File: src/hdl/srg_pkg.sv
// ----------------------------------------------------------------------------
// srg_pkg
// Shared constants, types and helper functions of the subtractive generator.
// ----------------------------------------------------------------------------
package srg_pkg;

  localparam int unsigned TABLE_DEPTH = 56;
  localparam int unsigned IDX_W       = 6;
  localparam int unsigned WORD_W      = 32;
  localparam int unsigned SAMPLE_W    = 31;
  localparam int unsigned PROD_W      = 2 * SAMPLE_W;

  localparam logic [IDX_W-1:0] FILL_LEN        = 6'd55;
  localparam logic [IDX_W-1:0] FILL_STRIDE     = 6'd21;
  localparam logic [IDX_W-1:0] MIX_OFFSET      = 6'd30;
  localparam logic [IDX_W-1:0] FILL_LAST_STEP  = 6'd54;
  localparam logic [1:0]       LAST_PASS       = 2'd3;

  localparam logic [WORD_W-1:0] MODULUS    = 32'h7FFF_FFFF;
  localparam logic [WORD_W-1:0] MODULUS_X2 = 32'hFFFF_FFFE;
  localparam logic [WORD_W-1:0] BASE_SEED  = 32'd161803398;
  localparam logic [WORD_W-1:0] SEED_MIN   = 32'h8000_0000;

  // request kinds
  localparam logic REQ_RESEED = 1'b0;
  localparam logic REQ_DRAW   = 1'b1;

  // result status codes
  localparam logic [1:0] STATUS_DRAW    = 2'd0;
  localparam logic [1:0] STATUS_RESEED  = 2'd1;
  localparam logic [1:0] STATUS_REFUSED = 2'd2;

  typedef enum logic [3:0] {
    OP_NONE,
    OP_LOAD,
    OP_SEED,
    OP_FILL,
    OP_MIX_RD_A,
    OP_MIX_RD_B,
    OP_MIX_WR,
    OP_DRAW_RD_A,
    OP_DRAW_RD_B,
    OP_DRAW_WR,
    OP_MUL,
    OP_PUT_DRAW,
    OP_PUT_RESEED,
    OP_PUT_REFUSED
  } dp_op_e;

  typedef struct packed {
    dp_op_e op;
  } srg_cmd_t;

  typedef struct packed {
    logic fill_last;
    logic mix_last;
  } srg_stat_t;

  // add the modulus back when the difference went negative
  function automatic logic [WORD_W-1:0] fix_neg(input logic [WORD_W-1:0] v);
    fix_neg = v[WORD_W-1] ? (v + MODULUS) : v;
  endfunction

  // lag index step, wraps from the table end to 1
  function automatic logic [IDX_W-1:0] next_index(input logic [IDX_W-1:0] idx);
    next_index = (idx >= FILL_LEN) ? IDX_W'(1) : (idx + IDX_W'(1));
  endfunction

endpackage

File: src/hdl/srg_req_if.sv
// ----------------------------------------------------------------------------
// srg_req_if
// Request channel: reseed or draw, with valid/ready handshake.
// ----------------------------------------------------------------------------
interface srg_req_if;
  logic               valid;
  logic               ready;
  logic               req_type;
  logic signed [31:0] seed;
  logic        [30:0] max_value;

  modport source (output valid, output req_type, output seed, output max_value,
                  input ready);
  modport sink   (input valid, input req_type, input seed, input max_value,
                  output ready);
endinterface

File: src/hdl/srg_rsp_if.sv
// ----------------------------------------------------------------------------
// srg_rsp_if
// Result channel: status and samples, with valid/ready handshake.
// ----------------------------------------------------------------------------
interface srg_rsp_if;
  logic        valid;
  logic        ready;
  logic [1:0]  status;
  logic [30:0] raw_sample;
  logic [30:0] scaled_sample;

  modport source (output valid, output status, output raw_sample,
                  output scaled_sample, input ready);
  modport sink   (input valid, input status, input raw_sample,
                  input scaled_sample, output ready);
endinterface

File: src/hdl/subtractive_random_generator.sv
// ----------------------------------------------------------------------------
// subtractive_random_generator
// Lagged subtractive random generator with 56-entry lag table, reseed and
// draw requests, raw and range-scaled samples.
// ----------------------------------------------------------------------------
//   channel | dir | payload                               | handshake
//   req_i   | in  | req_type, seed, max_value             | valid/ready
//   rsp_o   | out | status, raw_sample, scaled_sample     | valid/ready
//
// One request at a time. From transfer to result, a draw performs
// two reads and a write-back through the single-port lag table, then a
// multiply stage; the constant divide folds into the result register load.
// A reseed performs 55 table writes for the fill, then 4 x 55 mixing
// steps, each of two reads and a write-back.
// Reset clears control, indices and the seeded flag; the table is only
// meaningful after a reseed. A stalled result is held in the output
// register; the next request is taken and worked on meanwhile.
// ----------------------------------------------------------------------------
module subtractive_random_generator import srg_pkg::*; (
  input  logic       clk_i,
  input  logic       rst_ni,
  srg_req_if.sink    req_i,
  srg_rsp_if.source  rsp_o
);

  srg_cmd_t  cmd;
  srg_stat_t stat;

  srg_ctrl u_ctrl (
    .clk_i       (clk_i),
    .rst_ni      (rst_ni),
    .req_valid_i (req_i.valid),
    .req_type_i  (req_i.req_type),
    .req_ready_o (req_i.ready),
    .rsp_valid_o (rsp_o.valid),
    .rsp_ready_i (rsp_o.ready),
    .stat_i      (stat),
    .cmd_o       (cmd)
  );

  srg_dp u_dp (
    .clk_i           (clk_i),
    .rst_ni          (rst_ni),
    .cmd_i           (cmd),
    .stat_o          (stat),
    .seed_i          (req_i.seed),
    .max_value_i     (req_i.max_value),
    .status_o        (rsp_o.status),
    .raw_sample_o    (rsp_o.raw_sample),
    .scaled_sample_o (rsp_o.scaled_sample)
  );

endmodule

File: src/hdl/srg_ram.sv
// ----------------------------------------------------------------------------
// srg_ram
// Generic single-port RAM, read-first, registered read data.
// ----------------------------------------------------------------------------
module srg_ram #(
  parameter int unsigned WIDTH = 32,
  parameter int unsigned DEPTH = 56
) (
  input  logic                     clk_i,
  input  logic                     we_i,
  input  logic [$clog2(DEPTH)-1:0] addr_i,
  input  logic [WIDTH-1:0]         wdata_i,
  output logic [WIDTH-1:0]         rdata_o
);

  logic [WIDTH-1:0] mem_q [DEPTH];
  logic [WIDTH-1:0] rdata_q;

  always_ff @(posedge clk_i) begin
    if (we_i) begin
      mem_q[addr_i] <= wdata_i;
    end
    rdata_q <= mem_q[addr_i];
  end

  assign rdata_o = rdata_q;

endmodule

File: src/hdl/srg_ctrl.sv
// ----------------------------------------------------------------------------
// srg_ctrl
// Sequencer: reseed fill and mixing passes, draw steps, result handoff.
// ----------------------------------------------------------------------------
module srg_ctrl import srg_pkg::*; (
  input  logic      clk_i,
  input  logic      rst_ni,
  input  logic      req_valid_i,
  input  logic      req_type_i,
  output logic      req_ready_o,
  output logic      rsp_valid_o,
  input  logic      rsp_ready_i,
  input  srg_stat_t stat_i,
  output srg_cmd_t  cmd_o
);

  typedef enum logic [12:0] {
    S_IDLE        = 13'b0_0000_0000_0001,
    S_SEED        = 13'b0_0000_0000_0010,
    S_FILL        = 13'b0_0000_0000_0100,
    S_MRD_A       = 13'b0_0000_0000_1000,
    S_MRD_B       = 13'b0_0000_0001_0000,
    S_MWR         = 13'b0_0000_0010_0000,
    S_DRD_A       = 13'b0_0000_0100_0000,
    S_DRD_B       = 13'b0_0000_1000_0000,
    S_DWR         = 13'b0_0001_0000_0000,
    S_MUL         = 13'b0_0010_0000_0000,
    S_PUT_DRAW    = 13'b0_0100_0000_0000,
    S_PUT_RESEED  = 13'b0_1000_0000_0000,
    S_PUT_REFUSED = 13'b1_0000_0000_0000
  } state_e;

  state_e state_q, state_d;
  logic   seeded_q, seeded_d;
  logic   rsp_valid_q, rsp_valid_d;
  logic   out_free;

  // output register may be reloaded once its current result is taken
  assign out_free = !rsp_valid_q || rsp_ready_i;

  always_comb begin
    state_d     = state_q;
    seeded_d    = seeded_q;
    rsp_valid_d = rsp_valid_q && !rsp_ready_i;
    cmd_o.op    = OP_NONE;
    req_ready_o = 1'b0;

    unique case (state_q)
      S_IDLE: begin
        req_ready_o = 1'b1;
        if (req_valid_i) begin
          cmd_o.op = OP_LOAD;
          if (req_type_i == REQ_RESEED) begin
            state_d = S_SEED;
          end else if (seeded_q) begin
            state_d = S_DRD_A;
          end else begin
            state_d = S_PUT_REFUSED;
          end
        end
      end
      S_SEED: begin
        cmd_o.op = OP_SEED;
        seeded_d = 1'b1;
        state_d  = S_FILL;
      end
      S_FILL: begin
        cmd_o.op = OP_FILL;
        if (stat_i.fill_last) begin
          state_d = S_MRD_A;
        end
      end
      S_MRD_A: begin
        cmd_o.op = OP_MIX_RD_A;
        state_d  = S_MRD_B;
      end
      S_MRD_B: begin
        cmd_o.op = OP_MIX_RD_B;
        state_d  = S_MWR;
      end
      S_MWR: begin
        cmd_o.op = OP_MIX_WR;
        state_d  = stat_i.mix_last ? S_PUT_RESEED : S_MRD_A;
      end
      S_DRD_A: begin
        cmd_o.op = OP_DRAW_RD_A;
        state_d  = S_DRD_B;
      end
      S_DRD_B: begin
        cmd_o.op = OP_DRAW_RD_B;
        state_d  = S_DWR;
      end
      S_DWR: begin
        cmd_o.op = OP_DRAW_WR;
        state_d  = S_MUL;
      end
      S_MUL: begin
        cmd_o.op = OP_MUL;
        state_d  = S_PUT_DRAW;
      end
      S_PUT_DRAW: begin
        if (out_free) begin
          cmd_o.op    = OP_PUT_DRAW;
          rsp_valid_d = 1'b1;
          state_d     = S_IDLE;
        end
      end
      S_PUT_RESEED: begin
        if (out_free) begin
          cmd_o.op    = OP_PUT_RESEED;
          rsp_valid_d = 1'b1;
          state_d     = S_IDLE;
        end
      end
      S_PUT_REFUSED: begin
        if (out_free) begin
          cmd_o.op    = OP_PUT_REFUSED;
          rsp_valid_d = 1'b1;
          state_d     = S_IDLE;
        end
      end
      default: begin
        state_d = S_IDLE;
      end
    endcase
  end

  always_ff @(posedge clk_i or negedge rst_ni) begin
    if (!rst_ni) begin
      state_q     <= S_IDLE;
      seeded_q    <= 1'b0;
      rsp_valid_q <= 1'b0;
    end else begin
      state_q     <= state_d;
      seeded_q    <= seeded_d;
      rsp_valid_q <= rsp_valid_d;
    end
  end

  assign rsp_valid_o = rsp_valid_q;

endmodule

File: src/hdl/srg_dp.sv
// ----------------------------------------------------------------------------
// srg_dp
// Datapath: lag table memory, fill/mix counters, lag indices, subtract and
// fixup, sample scaling by multiply and constant division, result register.
// ----------------------------------------------------------------------------
module srg_dp import srg_pkg::*; (
  input  logic                    clk_i,
  input  logic                    rst_ni,
  input  srg_cmd_t                cmd_i,
  output srg_stat_t               stat_o,
  input  logic signed [WORD_W-1:0] seed_i,
  input  logic [SAMPLE_W-1:0]     max_value_i,
  output logic [1:0]              status_o,
  output logic [SAMPLE_W-1:0]     raw_sample_o,
  output logic [SAMPLE_W-1:0]     scaled_sample_o
);

  // working registers
  logic [WORD_W-1:0]   seed_q;
  logic [SAMPLE_W-1:0] max_q;
  logic [WORD_W-1:0]   mj_q, mk_q;
  logic [IDX_W-1:0]    pos_q, cnt_q, mix_i_q;
  logic [1:0]          pass_q;
  logic [IDX_W-1:0]    near_q, far_q;
  logic [WORD_W-1:0]   ta_q;
  logic [SAMPLE_W-1:0] raw_q;
  logic [PROD_W-1:0]   prod_q;
  logic [1:0]          out_status_q;
  logic [SAMPLE_W-1:0] out_raw_q, out_scaled_q;

  // memory port
  logic                ram_we;
  logic [IDX_W-1:0]    ram_addr;
  logic [WORD_W-1:0]   ram_wdata;
  logic [WORD_W-1:0]   ram_rdata;

  logic [WORD_W-1:0]   seed_mag, mj_init;
  logic [IDX_W:0]      pos_sum, mix_sum;
  logic [IDX_W-1:0]    pos_next, mix_j;
  logic [IDX_W-1:0]    near_next, far_next;
  logic [WORD_W-1:0]   mix_val, draw_diff, draw_val;
  logic [SAMPLE_W-1:0] prod_hi, prod_lo, scaled;
  logic [WORD_W-1:0]   part_sum;
  logic [1:0]          quot_adj;

  srg_ram #(
    .WIDTH (WORD_W),
    .DEPTH (TABLE_DEPTH)
  ) u_ram (
    .clk_i   (clk_i),
    .we_i    (ram_we),
    .addr_i  (ram_addr),
    .wdata_i (ram_wdata),
    .rdata_o (ram_rdata)
  );

  // most negative seed takes the largest positive magnitude
  always_comb begin
    if (seed_q == SEED_MIN) begin
      seed_mag = MODULUS;
    end else if (seed_q[WORD_W-1]) begin
      seed_mag = WORD_W'(0) - seed_q;
    end else begin
      seed_mag = seed_q;
    end
  end
  assign mj_init = BASE_SEED - seed_mag;

  // fill position steps by the stride modulo the fill length
  assign pos_sum  = {1'b0, pos_q} + {1'b0, FILL_STRIDE};
  assign pos_next = (pos_sum >= {1'b0, FILL_LEN}) ? IDX_W'(pos_sum - {1'b0, FILL_LEN})
                                                  : IDX_W'(pos_sum);

  // mixing partner: 1 + ((i + 30) mod 55)
  assign mix_sum = {1'b0, mix_i_q} + {1'b0, MIX_OFFSET};
  assign mix_j   = (mix_sum >= {1'b0, FILL_LEN})
                 ? IDX_W'(mix_sum - {1'b0, FILL_LEN}) + IDX_W'(1)
                 : IDX_W'(mix_sum) + IDX_W'(1);

  assign near_next = next_index(near_q);
  assign far_next  = next_index(far_q);

  assign mix_val   = fix_neg(ta_q - ram_rdata);
  assign draw_diff = ta_q - ram_rdata;
  assign draw_val  = fix_neg((draw_diff == MODULUS) ? (MODULUS - WORD_W'(1)) : draw_diff);

  // floor(p / (2^31-1)): p = hi*2^31 + lo = hi*M + (hi + lo), hi + lo < 2M+2
  assign prod_hi  = prod_q[PROD_W-1:SAMPLE_W];
  assign prod_lo  = prod_q[SAMPLE_W-1:0];
  assign part_sum = {1'b0, prod_hi} + {1'b0, prod_lo};
  always_comb begin
    if (part_sum >= MODULUS_X2) begin
      quot_adj = 2'd2;
    end else if (part_sum >= MODULUS) begin
      quot_adj = 2'd1;
    end else begin
      quot_adj = 2'd0;
    end
  end
  assign scaled = prod_hi + SAMPLE_W'(quot_adj);

  always_comb begin
    ram_we    = 1'b0;
    ram_addr  = mix_i_q;
    ram_wdata = mix_val;
    case (cmd_i.op)
      OP_SEED: begin
        ram_we    = 1'b1;
        ram_addr  = FILL_LEN;
        ram_wdata = mj_init;
      end
      OP_FILL: begin
        ram_we    = 1'b1;
        ram_addr  = pos_next;
        ram_wdata = mk_q;
      end
      OP_MIX_RD_A: ram_addr = mix_i_q;
      OP_MIX_RD_B: ram_addr = mix_j;
      OP_MIX_WR: begin
        ram_we    = 1'b1;
        ram_addr  = mix_i_q;
        ram_wdata = mix_val;
      end
      OP_DRAW_RD_A: ram_addr = near_next;
      OP_DRAW_RD_B: ram_addr = far_next;
      OP_DRAW_WR: begin
        ram_we    = 1'b1;
        ram_addr  = near_next;
        ram_wdata = draw_val;
      end
      default: ;
    endcase
  end

  assign stat_o.fill_last = (cnt_q == FILL_LAST_STEP);
  assign stat_o.mix_last  = (mix_i_q == FILL_LEN) && (pass_q == LAST_PASS);

  // lag indices
  always_ff @(posedge clk_i or negedge rst_ni) begin
    if (!rst_ni) begin
      near_q <= '0;
      far_q  <= FILL_STRIDE;
    end else if (cmd_i.op == OP_SEED) begin
      near_q <= '0;
      far_q  <= FILL_STRIDE;
    end else if (cmd_i.op == OP_DRAW_WR) begin
      near_q <= near_next;
      far_q  <= far_next;
    end
  end

  always_ff @(posedge clk_i) begin
    case (cmd_i.op)
      OP_LOAD: begin
        seed_q <= seed_i;
        max_q  <= max_value_i;
      end
      OP_SEED: begin
        mj_q    <= mj_init;
        mk_q    <= WORD_W'(1);
        pos_q   <= '0;
        cnt_q   <= IDX_W'(1);
        mix_i_q <= IDX_W'(1);
        pass_q  <= '0;
      end
      OP_FILL: begin
        pos_q <= pos_next;
        mk_q  <= fix_neg(mj_q - mk_q);
        mj_q  <= mk_q;
        cnt_q <= cnt_q + IDX_W'(1);
      end
      OP_MIX_RD_B, OP_DRAW_RD_B: ta_q <= ram_rdata;
      OP_MIX_WR: begin
        if (mix_i_q == FILL_LEN) begin
          mix_i_q <= IDX_W'(1);
          pass_q  <= pass_q + 2'd1;
        end else begin
          mix_i_q <= mix_i_q + IDX_W'(1);
        end
      end
      OP_DRAW_WR: raw_q <= draw_val[SAMPLE_W-1:0];
      OP_MUL:     prod_q <= PROD_W'(raw_q) * PROD_W'(max_q);
      OP_PUT_DRAW: begin
        out_status_q <= STATUS_DRAW;
        out_raw_q    <= raw_q;
        out_scaled_q <= scaled;
      end
      OP_PUT_RESEED: begin
        out_status_q <= STATUS_RESEED;
        out_raw_q    <= '0;
        out_scaled_q <= '0;
      end
      OP_PUT_REFUSED: begin
        out_status_q <= STATUS_REFUSED;
        out_raw_q    <= '0;
        out_scaled_q <= '0;
      end
      default: ;
    endcase
  end

  assign status_o        = out_status_q;
  assign raw_sample_o    = out_raw_q;
  assign scaled_sample_o = out_scaled_q;

endmodule
File: src/flat_wrapper.sv
// flat-port wrapper written by rule: the top's interface ports become plain ports
module subtractive_random_generator_flat import srg_pkg::*;
  (clk_i, rst_ni, req_i_valid, req_i_req_type, req_i_seed, req_i_max_value, req_i_ready, rsp_o_valid, rsp_o_status, rsp_o_raw_sample, rsp_o_scaled_sample, rsp_o_ready);
  srg_req_if req_i_i ();
  srg_rsp_if rsp_o_i ();
  input  logic clk_i;
  input  logic rst_ni;
  input wire logic [$bits(req_i_i.valid)-1:0] req_i_valid;
  input wire logic [$bits(req_i_i.req_type)-1:0] req_i_req_type;
  input wire logic [$bits(req_i_i.seed)-1:0] req_i_seed;
  input wire logic [$bits(req_i_i.max_value)-1:0] req_i_max_value;
  output wire logic [$bits(req_i_i.ready)-1:0] req_i_ready;
  output wire logic [$bits(rsp_o_i.valid)-1:0] rsp_o_valid;
  output wire logic [$bits(rsp_o_i.status)-1:0] rsp_o_status;
  output wire logic [$bits(rsp_o_i.raw_sample)-1:0] rsp_o_raw_sample;
  output wire logic [$bits(rsp_o_i.scaled_sample)-1:0] rsp_o_scaled_sample;
  input wire logic [$bits(rsp_o_i.ready)-1:0] rsp_o_ready;
  assign req_i_i.valid = req_i_valid;
  assign req_i_i.req_type = req_i_req_type;
  assign req_i_i.seed = req_i_seed;
  assign req_i_i.max_value = req_i_max_value;
  assign req_i_ready = req_i_i.ready;
  assign rsp_o_valid = rsp_o_i.valid;
  assign rsp_o_status = rsp_o_i.status;
  assign rsp_o_raw_sample = rsp_o_i.raw_sample;
  assign rsp_o_scaled_sample = rsp_o_i.scaled_sample;
  assign rsp_o_i.ready = rsp_o_ready;
  subtractive_random_generator u_core (.clk_i(clk_i), .rst_ni(rst_ni), .req_i(req_i_i), .rsp_o(rsp_o_i));
endmodule
File: config.mk
export PLATFORM = sky130hd
export DESIGN_NAME = subtractive_random_generator_flat
export DESIGN_NICKNAME = d
export VERILOG_FILES = /design/src/hdl/srg_pkg.sv /design/src/hdl/srg_req_if.sv /design/src/hdl/srg_rsp_if.sv /design/src/hdl/subtractive_random_generator.sv /design/src/hdl/srg_ram.sv /design/src/hdl/srg_ctrl.sv /design/src/hdl/srg_dp.sv /design/src/flat_wrapper.sv
export SDC_FILE = /design/constraint.sdc
export NUM_CORES = 2
export LEC_CHECK = 0
export ABC_AREA = 1
export BUFFER_PORTS_ARGS = -buffer_cell sky130_fd_sc_hd__buf_2
export CORE_UTILIZATION = 30
export CTS_BUF_LIST = sky130_fd_sc_hd__clkbuf_4
export DETAILED_ROUTE_END_ITERATION = 6
export HOLD_SLACK_MARGIN = 0.06
export PLACE_DENSITY = 0.53
export SYNTH_ARGS = -nofsm -noshare
export SYNTH_HDL_FRONTEND = slang
export SYNTH_SLANG_ARGS = --single-unit
File: constraint.sdc
create_clock -name clk_i -period 9 [get_ports clk_i]
set_clock_uncertainty 0.05 [all_clocks]
set_input_delay 0.9 -clock clk_i [delete_from_list [all_inputs] [get_ports clk_i]]
set_output_delay 0.9 -clock clk_i [all_outputs]
set_load 0.02 [all_outputs]
Yosys cells after proc, flatten, opt, wreduce, memory -nomap -nowiden

Memories as Yosys holds them, arrays and structs flattened. A register that Yosys moved wholly into a read port is not among the register bits.
Cells that the tools add are included.

Word-level logic and storage cells: 145
Memories kept: 1
Bits in writable memories: 1792
Register bits after elaboration: 363

Memory list:

| name                    | words | width | read ports | clocked after Yosys merged registers in | wr ports | line          | source |
|---|---|---|---|---|---|---|---|
| u_core.u_dp.u_ram.mem_q | 56    | 32    | 1          | 1                                       | 1        | srg_ram.sv:16 | `logic [WIDTH-1:0] mem_q [DEPTH];` |

Muxes and demuxes: 47
Eq/ne operators: 34
Reductions and logical operators: 17
$mul: 1
Magnitude comparators: 6
Add/sub/neg operators: 20

Operator list:

| kind                                                                | number |
|---|---|
| 2-to-1 mux 32 bit                                                   | 6 |
| case mux 13 bit (11 select lines)                                   | 1 |
| case mux 32 bit (2 select lines)                                    | 2 |
| case mux 31 bit (2 select lines)                                    | 2 |
| adder 32 x 31 -> 32 bit, second input constant                      | 3 |
| case mux 32 bit (3 select lines)                                    | 1 |
| 2-to-1 mux 13 bit                                                   | 5 |
| subtractor 32 bit                                                   | 2 |
| multiplier 31 x 31 -> 62 bit                                        | 1 |
| 2-to-1 mux 6 bit                                                    | 9 |
| case mux 4 bit (13 select lines)                                    | 1 |
| adder 6 x 1 -> 6 bit, second input constant                         | 6 |
| case mux 6 bit (2 select lines)                                     | 3 |
| adder 31 x 31 -> 32 bit                                             | 1 |
| equality test 32 x 31 -> 1 bit, second input constant               | 1 |
| equality test 32 bit, second input constant                         | 1 |
| greater-or-equal comparator 32 x 31 -> 1 bit, second input constant | 1 |
| greater-or-equal comparator 32 bit, second input constant           | 1 |
| subtractor 1 x 32 -> 32 bit, first input constant                   | 1 |
| subtractor 28 x 32 -> 32 bit, first input constant                  | 1 |
| adder 31 x 2 -> 31 bit                                              | 1 |
| case mux 6 bit (5 select lines)                                     | 1 |
| equality test 4 bit, second input constant                          | 6 |
| adder 6 x 5 -> 7 bit, second input constant                         | 2 |
| 40 further kinds                                                    | 66 |

Depth between registers and ports, before layout

Depth after elaboration: 9
Gate-level depth with buffers: 36
Gate-level depth less buffers: 36

By module

Synthesis repeated with hierarchy kept, for this count alone.

Cell total of the unflattened synthesis: 14760
Area, all modules: 133186.5 µm²

Modules (own cells, without submodules):

| module   | cells an instance | instances | sequential area each (µm²) | area each (µm²) |
|---|---|---|---|---|
| srg_ram  | 7379              | 1         | 54452.2                    | 75900.3 |
| srg_dp   | 7250              | 1         | 10393.7                    | 56347.8 |
| srg_ctrl | 131               | 1         | 376.6                      | 938.4 |

Worst setup path after synthesis

Ideal clock, no wire load.

Path kind: register to register
From: register u_core.u_dp.raw_q[13]
To: register u_core.u_dp.prod_q[58] (data pin)
Slack: 2.000 ns
Data arrival time: 6.689 ns
Clock period less this slack: 7.000 ns
Buffers on the path: 1
Setup time: 0.261 ns
Required time: 8.689 ns
Cell stages (with the launch flop): 31
Path through: edfxtp_1 -> clkbuf_1 -> nand2_1 -> inv_1 -> fa_1 -> fa_1 -> fa_1 -> inv_1 -> fa_1 -> inv_1 -> fa_1 -> inv_1 -> fa_1 -> inv_1 -> fa_1 -> fa_1 -> ha_1 -> a21oi_1 -> inv_1 -> nor2_1 -> nor2_1 -> nor2_1 -> nor2_1 -> nor2_1 -> a21boi_0 -> o21bai_1 -> a21oi_1 -> o21ai_0 -> nand2_1 -> nand2_1 -> xor2_1

Longest elaborated chain between the ends: 1

Ends and longest elaborated chain:

| what                         | line          | source |
|---|---|---|
| start, declared              | srg_dp.sv:26  | `logic [SAMPLE_W-1:0] raw_q;` |
| start signal, assigned       | srg_dp.sv:181 | `OP_DRAW_WR: raw_q <= draw_val[SAMPLE_W-1:0];` |
| multiplier 31 x 31 -> 62 bit | srg_dp.sv:182 | `OP_MUL: prod_q <= PROD_W'(raw_q) * PROD_W'(max_q);` |
| end signal, assigned         | srg_dp.sv:182 |  |
| end, declared                | srg_dp.sv:27  | `logic [PROD_W-1:0] prod_q;` |

Every way passes these cells.
A chain may end at the register's enable or synchronous reset.

Worst setup path after layout

From: register u_core.u_dp.max_q[18]
To: register u_core.u_dp.prod_q[51] (data pin)

Longest elaborated chain between the ends: 1

Ends and longest elaborated chain:

| what                         | line          | source |
|---|---|---|
| start, declared              | srg_dp.sv:20  | `logic [SAMPLE_W-1:0] max_q;` |
| start signal, assigned       | srg_dp.sv:156 | `max_q <= max_value_i;` |
| multiplier 31 x 31 -> 62 bit | srg_dp.sv:182 |  |

Every way passes these cells.

==> results.tsv <==
metric	value	unit
ys_ff_latch	2187	
fin_util	34.2	%
core.rowCount	244	
worst_ep_arrival_time	9.53	ns
cts_setup_buffers	0	
ctsResizeCount	0	
die_w	669	um
top_layer_used	met5	
synth-edff-count	2128	
vias	98735	
worst_pin_slew	1.40	ns
drtAntennaViolNets	0	
ys_warn_count	0	
avgSynthCellArea	9.24	um^2
clock_path_buffers	4	
initial_utilization	30.2	%
ys_types	59	
clkSinkCount	2187	
viasPerCell	4.62	
syn_area	133000	um^2
cts_tree	done	
worstPathRequired	10.33	ns
io_pins	134	
grt_overflow	0	
fin_nets	16295	
dp_hpwl	287000	um
finalSetupViolations	0	
rsz0062_at_grt	no	
grt_max_degree	122	
period_needed	8.21	ns
drt_iter0_markers	7791	
grt_use_total	18.9	%
num-fill-cells	45388	
root_buffer	clkbuf_4	
final_max_slew_viol_count	0	
relSlewSlack	6.25	%
clk_pin_slew	0.07	ns
wirelength	431000	um
status	finished, violations left	
cp_max_fo	13	
reg2reg_slack	0.79	ns
die_area	448000	um^2
dr_wl_met3	25500	um
dpl_cell_area	142000	um^2
die_h	669	um
grt_pass1_vias	97960	
ctsHoldBuffers	134	
setup.worst_path.start_class	flip-flop	
wl_per_cell	20.2	um
tns	0	ns
hold_violations	0	
synthArstFlopShare	1.23	%
cp-end-kind	flip-flop	
ys_seq_area_share	48.9	%
routabilityCongestion	0.913	
area.growth.synth_to_final	13.4	%
final_cell_area	151000	um^2
htreeDepth	6	
layout-drive-gt1-share	9.91	%
core_area	442000	um^2
cap_viol_max_count	0	
final_cell_mix	3694 x nand2_1, 3215 x inv_1, 2128 x edfxtp_1, 1435 x nand3_1, 885 x clkbuf_4	
critPathKind	flip-flop to flip-flop	
portBuffers	133	
hold_class	input pin to flip-flop	
clk_latency	1.78	ns
drc	18	
numCtsBuffers	595	
violations	DRC	
grt_pass1_wl	634000	um
synth_ff_type	edfxtp_1	
synthCells	14441	
max_freq	0.122	GHz
wl_met1	182000	um
antenna_found_initial	28	
routed-wl-met2	208000	um
fin_crit_sh	91.2	%
synth_fp_nets	15717	
firstDrtPassIters	7	
final_common_cell	nand2_1	
==> through the flow <==
step / hold WS [ns] / setup slack (ns) / instances
after floorplan: 0.358 / 2.00 / 14441
after global placement: 0.364 / 0.767 / 20192
after detailed placement: 0.367 / 0.790 / 20192
after CTS: 0.0770 / 0.871 / 21333
after global routing: 0.256 / 0.502 / 21340
final: 0.261 / 0.792 / 21367
==> per-layer routing <==
metal	vias to the layer above	global-route usage, %
li1	46794	-
met1	48278	24.3
met2	3010	32.4
met3	641	2.90
met4	12	6.84
met5	-	0
==> registers in the layout (all words and copies together), names as in the netlist, 13 cells and up <==
signal / cells
u_core.u_ctrl.state_q: 13
u_core.u_dp.max_q: 31
u_core.u_dp.mj_q: 32
u_core.u_dp.mk_q: 32
u_core.u_dp.prod_q: 62
u_core.u_dp.raw_q: 31
u_core.u_dp.raw_sample_o: 31
u_core.u_dp.scaled_sample_o: 31
u_core.u_dp.seed_q: 32
u_core.u_dp.ta_q: 32
u_core.u_dp.u_ram.mem_q: 1792
u_core.u_dp.u_ram.rdata_o: 32
==> final timing paths <==
| path | startpoint | cells past startpoint | to |
|---|---|---|---|
| setup / recovery | u_core.u_dp.max_q[18] | 26 | u_core.u_dp.prod_q[51] |
| hold / removal | req_i_valid | 4 | u_core.u_ctrl.state_q[6] |
| setup reg to reg | u_core.u_dp.max_q[18] | 26 | u_core.u_dp.prod_q[51] |
| hold reg to reg | u_core.u_dp.u_ram.rdata_o[17] | 0 | u_core.u_dp.ta_q[17] |
| max in group asynchronous | rst_ni | 4 | u_core.u_dp.near_q[1] |
| min in group asynchronous | rst_ni | 3 | u_core.u_dp.far_q[2] |
==> final cells by class <==
type	count	area (um^2)	share of cell area (%)
Multi-Input combinational cell	8446	54500	36.0
Clock inverter	122	868	0.574
Antenna cell	34	85.1	0.0562
Sequential cell	2187	65200	43.1
Inverter	3229	12100	8.02
Tap cell	5904	7390	4.88
Clock buffer	885	6640	4.39
Timing Repair Buffer	560	4520	2.98
==> synth_stat cells (22+ instances only) <==
cell type  instances  share of area, %
a31oi_1           35              0.16
o211ai_1          49              0.28
o21ai_0          205              0.77
nand4_1           93              0.44
xnor2_1           64              0.42
nor2_1           763               2.1
or2_1             23              0.11
xor2_1           134              0.88
inv_1           3216               9.0
nand3_1         1439               5.4
edfxtp_1        2128                48
or2_2             22              0.10
nor3_1            86              0.32
dfrtp_1           23              0.43
buf_1             33             0.093
nor4_1            26              0.12
a21oi_1          247              0.93
clkbuf_1         353              0.99
fa_1             841                13
o21ai_1          167              0.63
ha_1             367               3.4
buf_2            184              0.69
nand2_1         3698                10
dfxtp_1           32              0.48
nand3b_1          50              0.28
==> cell families (layout without fill, tap and decap cells) <==
logic type | count (synthesis) | count (layout) | share of synthesized area [%]
flip-flops | 2187 | 2187 | 48.9
XOR/XNOR | 198 | 198 | 1.30
adder cells (fa/ha/maj) | 1208 | 1208 | 16.1
other | 0 | 34 | 0
AO/OA/AOI/OAI | 793 | 793 | 3.28
buffers and inverters | 3808 | 4796 | 10.9
AND/OR/NAND/NOR | 6247 | 6247 | 19.6
==> critical path, stage by stage (launching register included) <==
cell and delay, ns:
edfxtp_1 0.67, buf_4 0.35, buf_4 0.27, nand2_1 0.09
fa_1 0.50, fa_1 0.57, inv_1 0.06, fa_1 0.48
fa_1 0.56, fa_1 0.43, fa_1 0.47, fa_1 0.50
inv_1 0.05, fa_1 0.53, inv_1 0.07, ha_1 0.37
a21oi_1 0.19, inv_1 0.07, a31oi_1 0.24, o21ai_0 0.19
a21oi_1 0.15, o21ai_0 0.15, a21boi_0 0.39, o21ai_0 0.20
nand2_1 0.09, nand2_1 0.06, xor2_1 0.14
Power is left out: the tool's default activity adds up to more than one toggle a clock period on the data nets, which glitch-free logic cannot reach.
